## config.mk

```make
export PLATFORM = sky130hd
export DESIGN_NAME = framed_packet_parser_16bit_sum_flat
export DESIGN_NICKNAME = d
export VERILOG_FILES = /design/src/sv/fpp_pkg.sv /design/src/sv/fpp_if.sv /design/src/sv/fpp_in_stage.sv /design/src/sv/fpp_parse.sv /design/src/sv/fpp_out_stage.sv /design/src/sv/framed_packet_parser_16bit_sum.sv /design/src/flat_wrapper.sv
export SDC_FILE = /design/constraint.sdc
export NUM_CORES = 1
export LEC_CHECK = 0
export BUFFER_PORTS_ARGS = -buffer_cell sky130_fd_sc_hd__buf_4
export CAP_MARGIN = 20
export CELL_PAD_IN_SITES_DETAIL_PLACEMENT = 1
export CELL_PAD_IN_SITES_GLOBAL_PLACEMENT = 2
export CORE_UTILIZATION = 38
export CTS_BUF_LIST = sky130_fd_sc_hd__clkbuf_16
export CTS_CLUSTER_DIAMETER = 50
export DETAILED_ROUTE_END_ITERATION = 6
export GPL_TIMING_DRIVEN = 0
export PLACE_DENSITY_LB_ADDON = 0.2
export SYNTH_ARGS = -nofsm -noshare
export SYNTH_HDL_FRONTEND = slang
export SYNTH_SLANG_ARGS = --single-unit
export TNS_END_PERCENT = 30
```

## constraint.sdc

```tcl
create_clock -name clk -period 5.1 [get_ports clk]
set_clock_uncertainty 0.05 [all_clocks]
set_input_delay 0 -clock clk [delete_from_list [all_inputs] [get_ports clk]]
set_output_delay 0 -clock clk [all_outputs]
set_load 0.02 [all_outputs]
```

## src/sv/fpp_pkg.sv

```systemverilog
// Shared types and constants for the framed packet parser.
// No dependencies; fpp_parse, fpp_out_stage and the top level import this package.
package fpp_pkg;

  // Frame start marker looked for while hunting
  localparam logic [7:0] START_BYTE = 8'h3a;

  // Width of the running checksum sum (address + function + length + payload)
  localparam int SUM_W = 25;

  // Result kinds
  typedef enum logic [1:0] {
    KIND_DATA = 2'd0,
    KIND_GOOD = 2'd1,
    KIND_BAD  = 2'd2
  } fpp_kind_t;

  // One result item as it leaves the parser
  typedef struct packed {
    fpp_kind_t   kind;
    logic [7:0]  data_byte;
    logic [15:0] frame_address;
    logic [15:0] frame_function;
    logic [15:0] frame_length;
  } fpp_result_t;

endpackage

```

## src/sv/fpp_if.sv

```systemverilog
// Valid/ready channel interfaces for the framed packet parser.
// fpp_in_if carries received bytes, fpp_out_if carries result items.
// No dependencies.
interface fpp_in_if;
  logic       valid;
  logic       ready;
  logic [7:0] rx_byte;

  modport source (output valid, output rx_byte, input ready);
  modport sink   (input valid, input rx_byte, output ready);
endinterface

interface fpp_out_if;
  logic        valid;
  logic        ready;
  logic [1:0]  kind;
  logic [7:0]  data_byte;
  logic [15:0] frame_address;
  logic [15:0] frame_function;
  logic [15:0] frame_length;

  modport source (output valid, output kind, output data_byte, output frame_address,
                  output frame_function, output frame_length, input ready);
  modport sink   (input valid, input kind, input data_byte, input frame_address,
                  input frame_function, input frame_length, output ready);
endinterface

```

## src/sv/fpp_in_stage.sv

```systemverilog
// Input register of the framed packet parser: holds one received byte.
// Depends on nothing but the clock and reset.
module fpp_in_stage (
  input  logic       clk,
  input  logic       rst_n,
  input  logic       in_valid,
  input  logic [7:0] in_byte,
  input  logic       pop,
  output logic       in_ready,
  output logic       item_valid,
  output logic [7:0] item_byte
);

  logic       valid_r;
  logic [7:0] byte_r;

  // Take a new byte when empty or when the held byte moves on this cycle
  assign in_ready = !valid_r || pop;

  always_ff @(posedge clk) begin
    if (!rst_n) begin
      valid_r <= 1'b0;
    end else if (in_ready) begin
      valid_r <= in_valid;
    end
  end

  // Payload needs no reset
  always_ff @(posedge clk) begin
    if (in_valid && in_ready) begin
      byte_r <= in_byte;
    end
  end

  assign item_valid = valid_r;
  assign item_byte  = byte_r;

endmodule

```

## src/sv/fpp_parse.sv

```systemverilog
// Frame parser state machine: header capture, payload pass-through, checksum.
// Uses fpp_pkg for the start byte, sum width and result type.
module fpp_parse import fpp_pkg::*; (
  input  logic        clk,
  input  logic        rst_n,
  input  logic        item_valid,
  input  logic [7:0]  item_byte,
  input  logic        advance,
  output logic        res_valid,
  output fpp_result_t res
);

  typedef enum logic [3:0] {
    PH_HUNT    = 4'd0,
    PH_ADDR_LO = 4'd1,
    PH_ADDR_HI = 4'd2,
    PH_FUNC_LO = 4'd3,
    PH_FUNC_HI = 4'd4,
    PH_LEN_LO  = 4'd5,
    PH_LEN_HI  = 4'd6,
    PH_PAYLOAD = 4'd7,
    PH_CHK_HI  = 4'd8
  } phase_t;

  phase_t             phase_r, phase_nxt;
  logic [15:0]        addr_r, addr_nxt;
  logic [15:0]        func_r, func_nxt;
  logic [15:0]        len_r, len_nxt;
  logic [15:0]        remain_r, remain_nxt;
  logic [SUM_W-1:0]   sum_r, sum_nxt;
  logic [7:0]         chk_lo_r, chk_lo_nxt;
  logic               emit;
  fpp_kind_t          kind;
  logic [7:0]         data;
  logic [15:0]        rx_chk;

  assign rx_chk = {item_byte, chk_lo_r};

  // Next state and result for the byte held in the input register
  always_comb begin
    phase_nxt  = phase_r;
    addr_nxt   = addr_r;
    func_nxt   = func_r;
    len_nxt    = len_r;
    remain_nxt = remain_r;
    sum_nxt    = sum_r;
    chk_lo_nxt = chk_lo_r;
    emit       = 1'b0;
    kind       = KIND_DATA;
    data       = 8'd0;
    case (phase_r)
      PH_HUNT: begin
        if (item_byte == START_BYTE) begin
          phase_nxt = PH_ADDR_LO;
        end
      end
      PH_ADDR_LO: begin
        addr_nxt  = {8'd0, item_byte};
        phase_nxt = PH_ADDR_HI;
      end
      PH_ADDR_HI: begin
        addr_nxt  = {item_byte, addr_r[7:0]};
        phase_nxt = PH_FUNC_LO;
      end
      PH_FUNC_LO: begin
        func_nxt  = {8'd0, item_byte};
        phase_nxt = PH_FUNC_HI;
      end
      PH_FUNC_HI: begin
        func_nxt  = {item_byte, func_r[7:0]};
        phase_nxt = PH_LEN_LO;
      end
      PH_LEN_LO: begin
        len_nxt   = {8'd0, item_byte};
        phase_nxt = PH_LEN_HI;
      end
      PH_LEN_HI: begin
        len_nxt    = {item_byte, len_r[7:0]};
        remain_nxt = {item_byte, len_r[7:0]};
        sum_nxt    = SUM_W'(addr_r) + SUM_W'(func_r) + SUM_W'({item_byte, len_r[7:0]});
        phase_nxt  = PH_PAYLOAD;
      end
      PH_PAYLOAD: begin
        if (remain_r == 16'd0) begin
          chk_lo_nxt = item_byte;
          phase_nxt  = PH_CHK_HI;
        end else begin
          sum_nxt    = sum_r + SUM_W'(item_byte);
          remain_nxt = remain_r - 16'd1;
          emit       = 1'b1;
          kind       = KIND_DATA;
          data       = item_byte;
        end
      end
      PH_CHK_HI: begin
        phase_nxt = PH_HUNT;
        emit      = 1'b1;
        kind      = (SUM_W'(rx_chk) == sum_r) ? KIND_GOOD : KIND_BAD;
      end
      default: begin
        // Unknown code: drop the byte and go back to hunting
        phase_nxt = PH_HUNT;
      end
    endcase
  end

  assign res_valid          = item_valid && emit;
  assign res.kind           = kind;
  assign res.data_byte      = data;
  assign res.frame_address  = addr_r;
  assign res.frame_function = func_r;
  assign res.frame_length   = len_r;

  // Advance parser state once per byte that leaves the input register
  always_ff @(posedge clk) begin
    if (!rst_n) begin
      phase_r  <= PH_HUNT;
      addr_r   <= 16'd0;
      func_r   <= 16'd0;
      len_r    <= 16'd0;
      remain_r <= 16'd0;
      sum_r    <= '0;
      chk_lo_r <= 8'd0;
    end else if (advance) begin
      phase_r  <= phase_nxt;
      addr_r   <= addr_nxt;
      func_r   <= func_nxt;
      len_r    <= len_nxt;
      remain_r <= remain_nxt;
      sum_r    <= sum_nxt;
      chk_lo_r <= chk_lo_nxt;
    end
  end

endmodule

```

## src/sv/fpp_out_stage.sv

```systemverilog
// Result register of the framed packet parser, drives the output channel.
// Uses fpp_pkg for the result type.
module fpp_out_stage import fpp_pkg::*; (
  input  logic        clk,
  input  logic        rst_n,
  input  logic        load,
  input  fpp_result_t res_in,
  input  logic        out_ready,
  output logic        out_free,
  output logic        out_valid,
  output fpp_result_t res_out
);

  logic        valid_r;
  fpp_result_t res_r;

  // Register can take a result when empty or when its transfer completes now
  assign out_free = !valid_r || out_ready;

  always_ff @(posedge clk) begin
    if (!rst_n) begin
      valid_r <= 1'b0;
    end else if (load) begin
      valid_r <= 1'b1;
    end else if (out_ready) begin
      valid_r <= 1'b0;
    end
  end

  always_ff @(posedge clk) begin
    if (load) begin
      res_r <= res_in;
    end
  end

  assign out_valid = valid_r;
  assign res_out   = res_r;

endmodule

```

## src/sv/framed_packet_parser_16bit_sum.sv

```systemverilog
// Framed packet parser with 16-bit additive checksum: top level.
// A result is offered from the clock edge at which its byte leaves the input register;
// the byte passes through the input register and then the result register.
// One byte per cycle while results are not blocked; the parser updates once per byte.
// Reset: synchronous active-low rst_n empties both registers and returns to hunting.
module framed_packet_parser_16bit_sum import fpp_pkg::*; (
  input  logic      clk,
  input  logic      rst_n,
  fpp_in_if.sink    in_chan,
  fpp_out_if.source out_chan
);

  logic        item_valid;
  logic [7:0]  item_byte;
  logic        res_valid;
  fpp_result_t res;
  fpp_result_t res_q;
  logic        out_free;
  logic        advance;
  logic        load;
  logic        in_ready;

  // Move the held byte on unless it makes a result and the result register is blocked
  assign advance = item_valid && (!res_valid || out_free);
  assign load    = advance && res_valid;

  fpp_in_stage u_in (
    .clk        (clk),
    .rst_n      (rst_n),
    .in_valid   (in_chan.valid),
    .in_byte    (in_chan.rx_byte),
    .pop        (advance),
    .in_ready   (in_ready),
    .item_valid (item_valid),
    .item_byte  (item_byte)
  );

  assign in_chan.ready = in_ready;

  fpp_parse u_parse (
    .clk        (clk),
    .rst_n      (rst_n),
    .item_valid (item_valid),
    .item_byte  (item_byte),
    .advance    (advance),
    .res_valid  (res_valid),
    .res        (res)
  );

  fpp_out_stage u_out (
    .clk       (clk),
    .rst_n     (rst_n),
    .load      (load),
    .res_in    (res),
    .out_ready (out_chan.ready),
    .out_free  (out_free),
    .out_valid (out_chan.valid),
    .res_out   (res_q)
  );

  assign out_chan.kind           = res_q.kind;
  assign out_chan.data_byte      = res_q.data_byte;
  assign out_chan.frame_address  = res_q.frame_address;
  assign out_chan.frame_function = res_q.frame_function;
  assign out_chan.frame_length   = res_q.frame_length;

`ifndef SYNTHESIS
  // A transferred byte is held in the input register on the next cycle
  a_in_held: assert property (@(posedge clk) disable iff (!rst_n)
    (in_chan.valid && in_ready) |=> item_valid)
    else $error("accepted byte not held");

  // Never load a result over one that is still waiting
  a_no_overwrite: assert property (@(posedge clk) disable iff (!rst_n)
    !(load && out_chan.valid && !out_chan.ready))
    else $error("result register overwritten");

  // A held byte that cannot move blocks new input
  a_block_in: assert property (@(posedge clk) disable iff (!rst_n)
    (item_valid && !advance) |-> !in_ready)
    else $error("input taken while held byte stalled");
`endif

endmodule
```

## src/flat_wrapper.sv

```systemverilog
// flat-port wrapper written by rule: the top's interface ports become plain ports
module framed_packet_parser_16bit_sum_flat import fpp_pkg::*;
  (clk, rst_n, in_chan_valid, in_chan_rx_byte, in_chan_ready, out_chan_valid, out_chan_kind, out_chan_data_byte, out_chan_frame_address, out_chan_frame_function, out_chan_frame_length, out_chan_ready);
  fpp_in_if in_chan_i ();
  fpp_out_if out_chan_i ();
  input  logic clk;
  input  logic rst_n;
  input wire logic [$bits(in_chan_i.valid)-1:0] in_chan_valid;
  input wire logic [$bits(in_chan_i.rx_byte)-1:0] in_chan_rx_byte;
  output wire logic [$bits(in_chan_i.ready)-1:0] in_chan_ready;
  output wire logic [$bits(out_chan_i.valid)-1:0] out_chan_valid;
  output wire logic [$bits(out_chan_i.kind)-1:0] out_chan_kind;
  output wire logic [$bits(out_chan_i.data_byte)-1:0] out_chan_data_byte;
  output wire logic [$bits(out_chan_i.frame_address)-1:0] out_chan_frame_address;
  output wire logic [$bits(out_chan_i.frame_function)-1:0] out_chan_frame_function;
  output wire logic [$bits(out_chan_i.frame_length)-1:0] out_chan_frame_length;
  input wire logic [$bits(out_chan_i.ready)-1:0] out_chan_ready;
  assign in_chan_i.valid = in_chan_valid;
  assign in_chan_i.rx_byte = in_chan_rx_byte;
  assign in_chan_ready = in_chan_i.ready;
  assign out_chan_valid = out_chan_i.valid;
  assign out_chan_kind = out_chan_i.kind;
  assign out_chan_data_byte = out_chan_i.data_byte;
  assign out_chan_frame_address = out_chan_i.frame_address;
  assign out_chan_frame_function = out_chan_i.frame_function;
  assign out_chan_frame_length = out_chan_i.frame_length;
  assign out_chan_i.ready = out_chan_ready;
  framed_packet_parser_16bit_sum u_core (.clk(clk), .rst_n(rst_n), .in_chan(in_chan_i), .out_chan(out_chan_i));
endmodule
```

# Word level (Yosys, flattened, before mapping)

Cells that the tools add are included.

Output and inout bits: 60
Input bits: 12
Memory bits (writable): 0
Memories kept: 0
Bits in read-only memories: 0
Latch bits: 0
Register bits after elaboration: 169

Reduce and logical (&&, ||, !) cells: 27
Eq/ne operators: 13
Shift operators: 0
$lt $le $gt $ge: 0
Mux-type cells: 15
Div/mod/pow operators: 0
Multiply operators: 0
Bitwise operators: 4
Add/sub/neg operators: 4

Operators with widths:

| kind                    | count |
|---|---|
| $pmux W16 S2            | 4 |
| $pmux W25 S2            | 1 |
| $pmux W4 S8             | 1 |
| $add A25 B8 Y25         | 1 |
| $eq A16 B25 Y1          | 1 |
| $mux W25                | 1 |
| $add A17 B16 Y18        | 1 |
| $reduce_and A3 Y1       | 6 |
| $add A16 B16 Y17        | 1 |
| $eq A4 B3 Y1 const B    | 4 |
| $logic_not A16 Y1       | 1 |
| $mux W16                | 1 |
| $sub A16 B1 Y16 const B | 1 |
| $reduce_bool A2 Y1      | 5 |
| $eq A4 B2 Y1 const B    | 2 |
| $eq A8 B6 Y1 const B    | 1 |
| $mux W4                 | 2 |
| $ne A2 B2 Y1 const B    | 3 |
| $reduce_and A2 Y1       | 3 |
| $eq A4 B1 Y1 const B    | 1 |
| $eq A4 B4 Y1 const B    | 1 |
| $logic_and A1 B1 Y1     | 4 |
| $logic_not A4 Y1        | 1 |
| $not A1 Y1              | 4 |
| other kinds (6)         | 12 |

# Longest topological paths before layout

Depth in word-level cells: 9
Depth in mapped cells: 12
Depth with buffers taken out: 12

# By module

A second synthesis with hierarchy kept.

Cell total of the unflattened synthesis: 837
Area total of the unflattened synthesis: 8282.9 µm²

Modules (own cells, without submodules):

| module                         | instances | cells an instance | seq. area each (µm²) | area an instance (µm²) |
|---|---|---|---|---|
| fpp_parse                      | 1         | 759               | 2021.9               | 6175.9 |
| fpp_out_stage                  | 1         | 62                | 1761.7               | 1790.5 |
| fpp_in_stage                   | 1         | 13                | 260.2                | 297.8 |
| framed_packet_parser_16bit_sum | 1         | 3                 | 0.0                  | 18.8 |

# Worst setup path before layout

Ideal clock, no wire load.

Kind: register to register
Start point: register u_core.u_parse.phase_r[3]
End point: register u_core.u_out.res_r (netlist bit u_core.u_out.res_out[0]) (enable)
Cell stages (with the launch flop): 9
Clock period less this slack: 4.368 ns
Path slack: 0.732 ns
Path buffers: 3
Setup time: 0.481 ns
Arrival: 3.838 ns
Cells stage by stage: dfxtp_1 buf_4 nor2b_1 buf_6 and3_1 buf_2 a21boi_2 nand2b_1 nor2b_1

Cells in the longest elaborated chain, start to end: 7
Elaborated cells between the ends (all ways): 8

Ends and longest elaborated chain:

| item                                         | line                                 | source |
|---|---|---|
| start, declared                              | fpp_parse.sv:25                      | `phase_t phase_r, phase_nxt;` |
| start signal, assigned                       | fpp_parse.sv:125                     | `phase_r <= phase_nxt;` |
| $eq A4 B4 Y1 or $eq A4 B3 Y1 (tied branches) | fpp_parse.sv:51                      | `case (phase_r)` |
| $pmux W1 S2 *                                | fpp_parse.sv:51                      |  |
| $logic_and A1 B1 Y1 *                        | fpp_parse.sv:107                     | `assign res_valid = item_valid && emit;` |
| $logic_not A1 Y1                             | framed_packet_parser_16bit_sum.sv:24 | `assign advance = item_valid && (!res_valid \|\| out_free);` |
| $logic_or A1 B1 Y1                           | framed_packet_parser_16bit_sum.sv:24 |  |
| $logic_and A1 B1 Y1                          | framed_packet_parser_16bit_sum.sv:24 |  |
| $logic_and A1 B1 Y1 *                        | framed_packet_parser_16bit_sum.sv:25 | `assign load = advance && res_valid;` |
| named net u_core.load                        | framed_packet_parser_16bit_sum.sv:20 | `logic load;` |
| end signal, assigned                         | fpp_out_stage.sv:32                  | `res_r <= res_in;` |
| end, declared                                | fpp_out_stage.sv:15                  | `fpp_result_t res_r;` |

The timed path passes the listed nets; every way through them passes the cells marked *.
A chain may end at the register's enable or synchronous reset.

# Worst setup path after layout

Start point: register u_core.u_in.byte_r[7] (netlist: u_core.u_in.item_byte[7])
End point: register u_core.u_parse.sum_r[16]

Cells in the longest elaborated chain, start to end: 3
Elaborated cells between the ends (all ways): 4

Ends and longest elaborated chain:

| item                   | line               | source |
|---|---|---|
| start, declared        | fpp_in_stage.sv:15 | `logic [7:0] byte_r;` |
| start signal, assigned | fpp_in_stage.sv:31 | `byte_r <= in_byte;` |
| $add A25 B8 Y25        | fpp_parse.sv:88    | `sum_nxt = sum_r + SUM_W'(item_byte);` |
| $mux W25               | fpp_parse.sv:84    | `if (remain_r == 16'd0) begin` |
| $pmux W25 S2 *         | fpp_parse.sv:51    |  |
| end signal, assigned   | fpp_parse.sv:130   | `sum_r <= sum_nxt;` |
| end, declared          | fpp_parse.sv:30    | `logic [SUM_W-1:0] sum_r, sum_nxt;` |

Mark *: on every way between the ends. The rest lies on a longest branch, timed or not. The select of a mux whose other input is x is not followed.

==> qor.yml <==
stdcell_count: 1280
tightestPinTransition_ns: 1.11
diodes: 0
detail_route.vias_per_cell: 5.67
wl_mm: 29.0
worstPathArrival_ns: 3.95
port_buffers: 71
cts.sinks: 169
finalSetupTns_ns: 0
pre_cts_slack_ns: 1.43
initial_utilization_pct: 38.8
finish.instance_area_mm2: 0.0101
combPwrFrac_pct: 4.5
cts_buffers: 17
final_nets: 1042
p_sw_mw: 0.790
dr.pass1.iters: 5
synth-seq-area-share_pct: 47.8
postLayoutCoreUtil_pct: 46.3
root_buffer: "clkbuf_16"
ys_seq_elements: 169
syn_area_mm2: 0.00846
synth_simple_gate_area_share_pct: 18.9
rsz0062_at_grt: "false"
h-tree-depth: 4
cp.required_ns: 5.42
cts.path.max_buffers: 2
dpl-instance-area_mm2: 0.00937
fin_crit_sh_pct: 71.1
ir_drop_mv: 0.171
slew_viol_final: 0
clock_latency_ns: 0.45
crit_path_start_kind: "register"
postCtsSetupBuffers: 0
synth_area_leader_cell: "dfxtp_1"
drv_cap: 0
synth-adder-area-share_pct: 7.96
coreArea_mm2: 0.0218
drc: 0
ys.warnings.count: 0
critPathKind: "reg -> reg"
dieArea_mm2: 0.0229
setup_slack_ns: 1.47
path_clk_slew_ns: 0.08
max_slew_margin_pct: 25.7
num_vias: 7262
syn_nets: 941
synth_top_family_by_area: "simple AND/OR/NAND/NOR gates"
drive_gt1_share_pct: 13.7
cts_tree: "yes"
antenna_found_initial: 0
multi_input_area_mm2: 0.00412
synthTopCellsByArea: "dfxtp_1, edfxtp_1, a21oi_1"
grt_pass1_vias: 7245
grt_max_degree: 39
synth-async-reset-ratio_pct: 0
hold_slack_ns: 0.164
synth_compound_area_share_pct: 17.2
intPower_mw: 2.16
run_status: "finished, final reports clean"
fp-row-count: 54
power_frac_clock_pct: 47.8
synth_flop_cell: "dfxtp_1"
hold_class: "in -> reg"
r2r_setup_slack_ns: 1.47
power_density_mw_per_mm2: 292
die_h_um: 151
nFillCells: 2492
total_power_mw: 2.95
ys_types: 72
power.share.sequential_pct: 47.7
hpwl_mm: 20.8
grt_use_total_pct: 26.6
synth_top_cell_area_share_pct: 24.4
power.leakage_nw: 3.94
synth_cells: 886
final-setup-viol-count: 0
end_kind: "register"
final_common_cell: "nand2_1"
path_max_fanout: 9
hold_viol_final: 0
dp.cells: 1238
yosys.area_share.xor_xnor_pct: 3.52
synth_edf_count: 66
die_w_um: 151
swShare_pct: 26.8
syn_avg_cell_area_um2: 9.55
drt_iter0_drc: 488
synthMuxAreaShare_pct: 1.08
min_period_ns: 3.63
seqCellArea_mm2: 0.00404
fmax_mhz: 276
grt_pass1_wl_mm: 44.0
wl_per_cell_um: 22.6
io_pins: 72
grt_overflow: 0
ant_nets: 0
routabilityCongestion: 0.882
most-common-layout-cells: "nand2_1, dfxtp_1, a21oi_1"
area.growth.synth_to_final_pct: 19.5
-- cells by family after synthesis --
kind of cell / after synthesis
AND/OR/NAND/NOR: 330
AO/OA/AOI/OAI: 230
adder cells (fa/ha/maj): 43
XOR/XNOR: 34
buffers and inverters: 71
multiplexers: 9
flip-flops: 169
-- timing repair --
item,CTS,global route
hold buffers,10,0
gates resized for setup,0,0
endpoints found under the hold margin,15,0
-- registers in the layout (all words and copies together) (netlist names) --
name	flops
u_core.u_parse.func_r	16
u_core.u_parse.addr_r	16
u_core.u_in.item_valid	1
u_core.u_out.out_valid	1
u_core.u_parse.chk_lo_r	8
u_core.u_parse.sum_r	25
u_core.u_parse.remain_r	16
u_core.u_parse.len_r	16
u_core.u_in.item_byte	8
u_core.u_parse.phase_r	4
u_core.u_out.res_out	58
-- area by class of cell --
type / count / area share, %
plain buffers: 55 / 2.41
repair buffers: 82 / 6.46
well taps: 280 / 3.46
multi-input cells: 646 / 40.7
clock inverters: 15 / 2.13
inverters: 16 / 0.594
clock buffers: 17 / 4.21
flip-flops and latches: 169 / 40.0
-- metal layers --
layer  track usage [%]  vias up  routed length [um]
li1                  -     3429                   -
met1              36.2     3651               13600
met3              4.01       38                 992
met2              43.3      144               13700
met5                 0        -                   0
met4              7.80        0                 587
-- path summary, 6_finish.rpt --
kind	startpoint	to	cells past startpoint
setup / recovery	u_core.u_in.item_byte[7]	u_core.u_parse.sum_r[16]	11
hold / removal	out_chan_ready	u_core.u_out.out_valid	4
setup reg to reg	u_core.u_in.item_byte[7]	u_core.u_parse.sum_r[16]	11
hold reg to reg	u_core.u_parse.len_r[14]	u_core.u_out.res_out[14]	0
-- synth_stat cells (8+ instances only) --
cell type    n
nand4_1     12
a21o_1      10
o211ai_1     8
a21oi_1     95
o21ai_1     10
nor2_1      65
and3_1      14
edfxtp_1    66
xnor2_1     15
nor3_1      23
inv_1       15
clkbuf_1    37
xor2_1      19
buf_2       12
nand3_1     57
o21ai_0     33
nand2_1    109
ha_1        25
dfxtp_1    103
a211oi_1    13
nor4_1       9
mux2i_1      8
o21a_1      13
fa_1        18
-- power by group through the flow --
stage | combinational [mW] | clock [mW] | sequential [mW]
2_1_floorplan | 0.0685 | 0 | 1.43
3_3_place_gp | 0.123 | 0 | 1.44
3_5_place_dp | 0.125 | 0 | 1.44
4_1_cts | 0.132 | 1.43 | 1.41
5_1_grt | 0.141 | 1.48 | 1.41
6_report | 0.133 | 1.41 | 1.41
-- worst max-delay path, stage by stage, from the launching register on --
cell and delay (ns):
edfxtp_1 0.36, clkbuf_1 0.72, inv_1 0.46, fa_1 0.61
inv_1 0.05, ha_1 0.35, a21oi_1 0.17, nor2_1 0.05
a311o_1 0.32, a21oi_1 0.11, o21ai_0 0.12, a31oi_1 0.17
No activity file was read; power rests on OpenSTA's default activity.
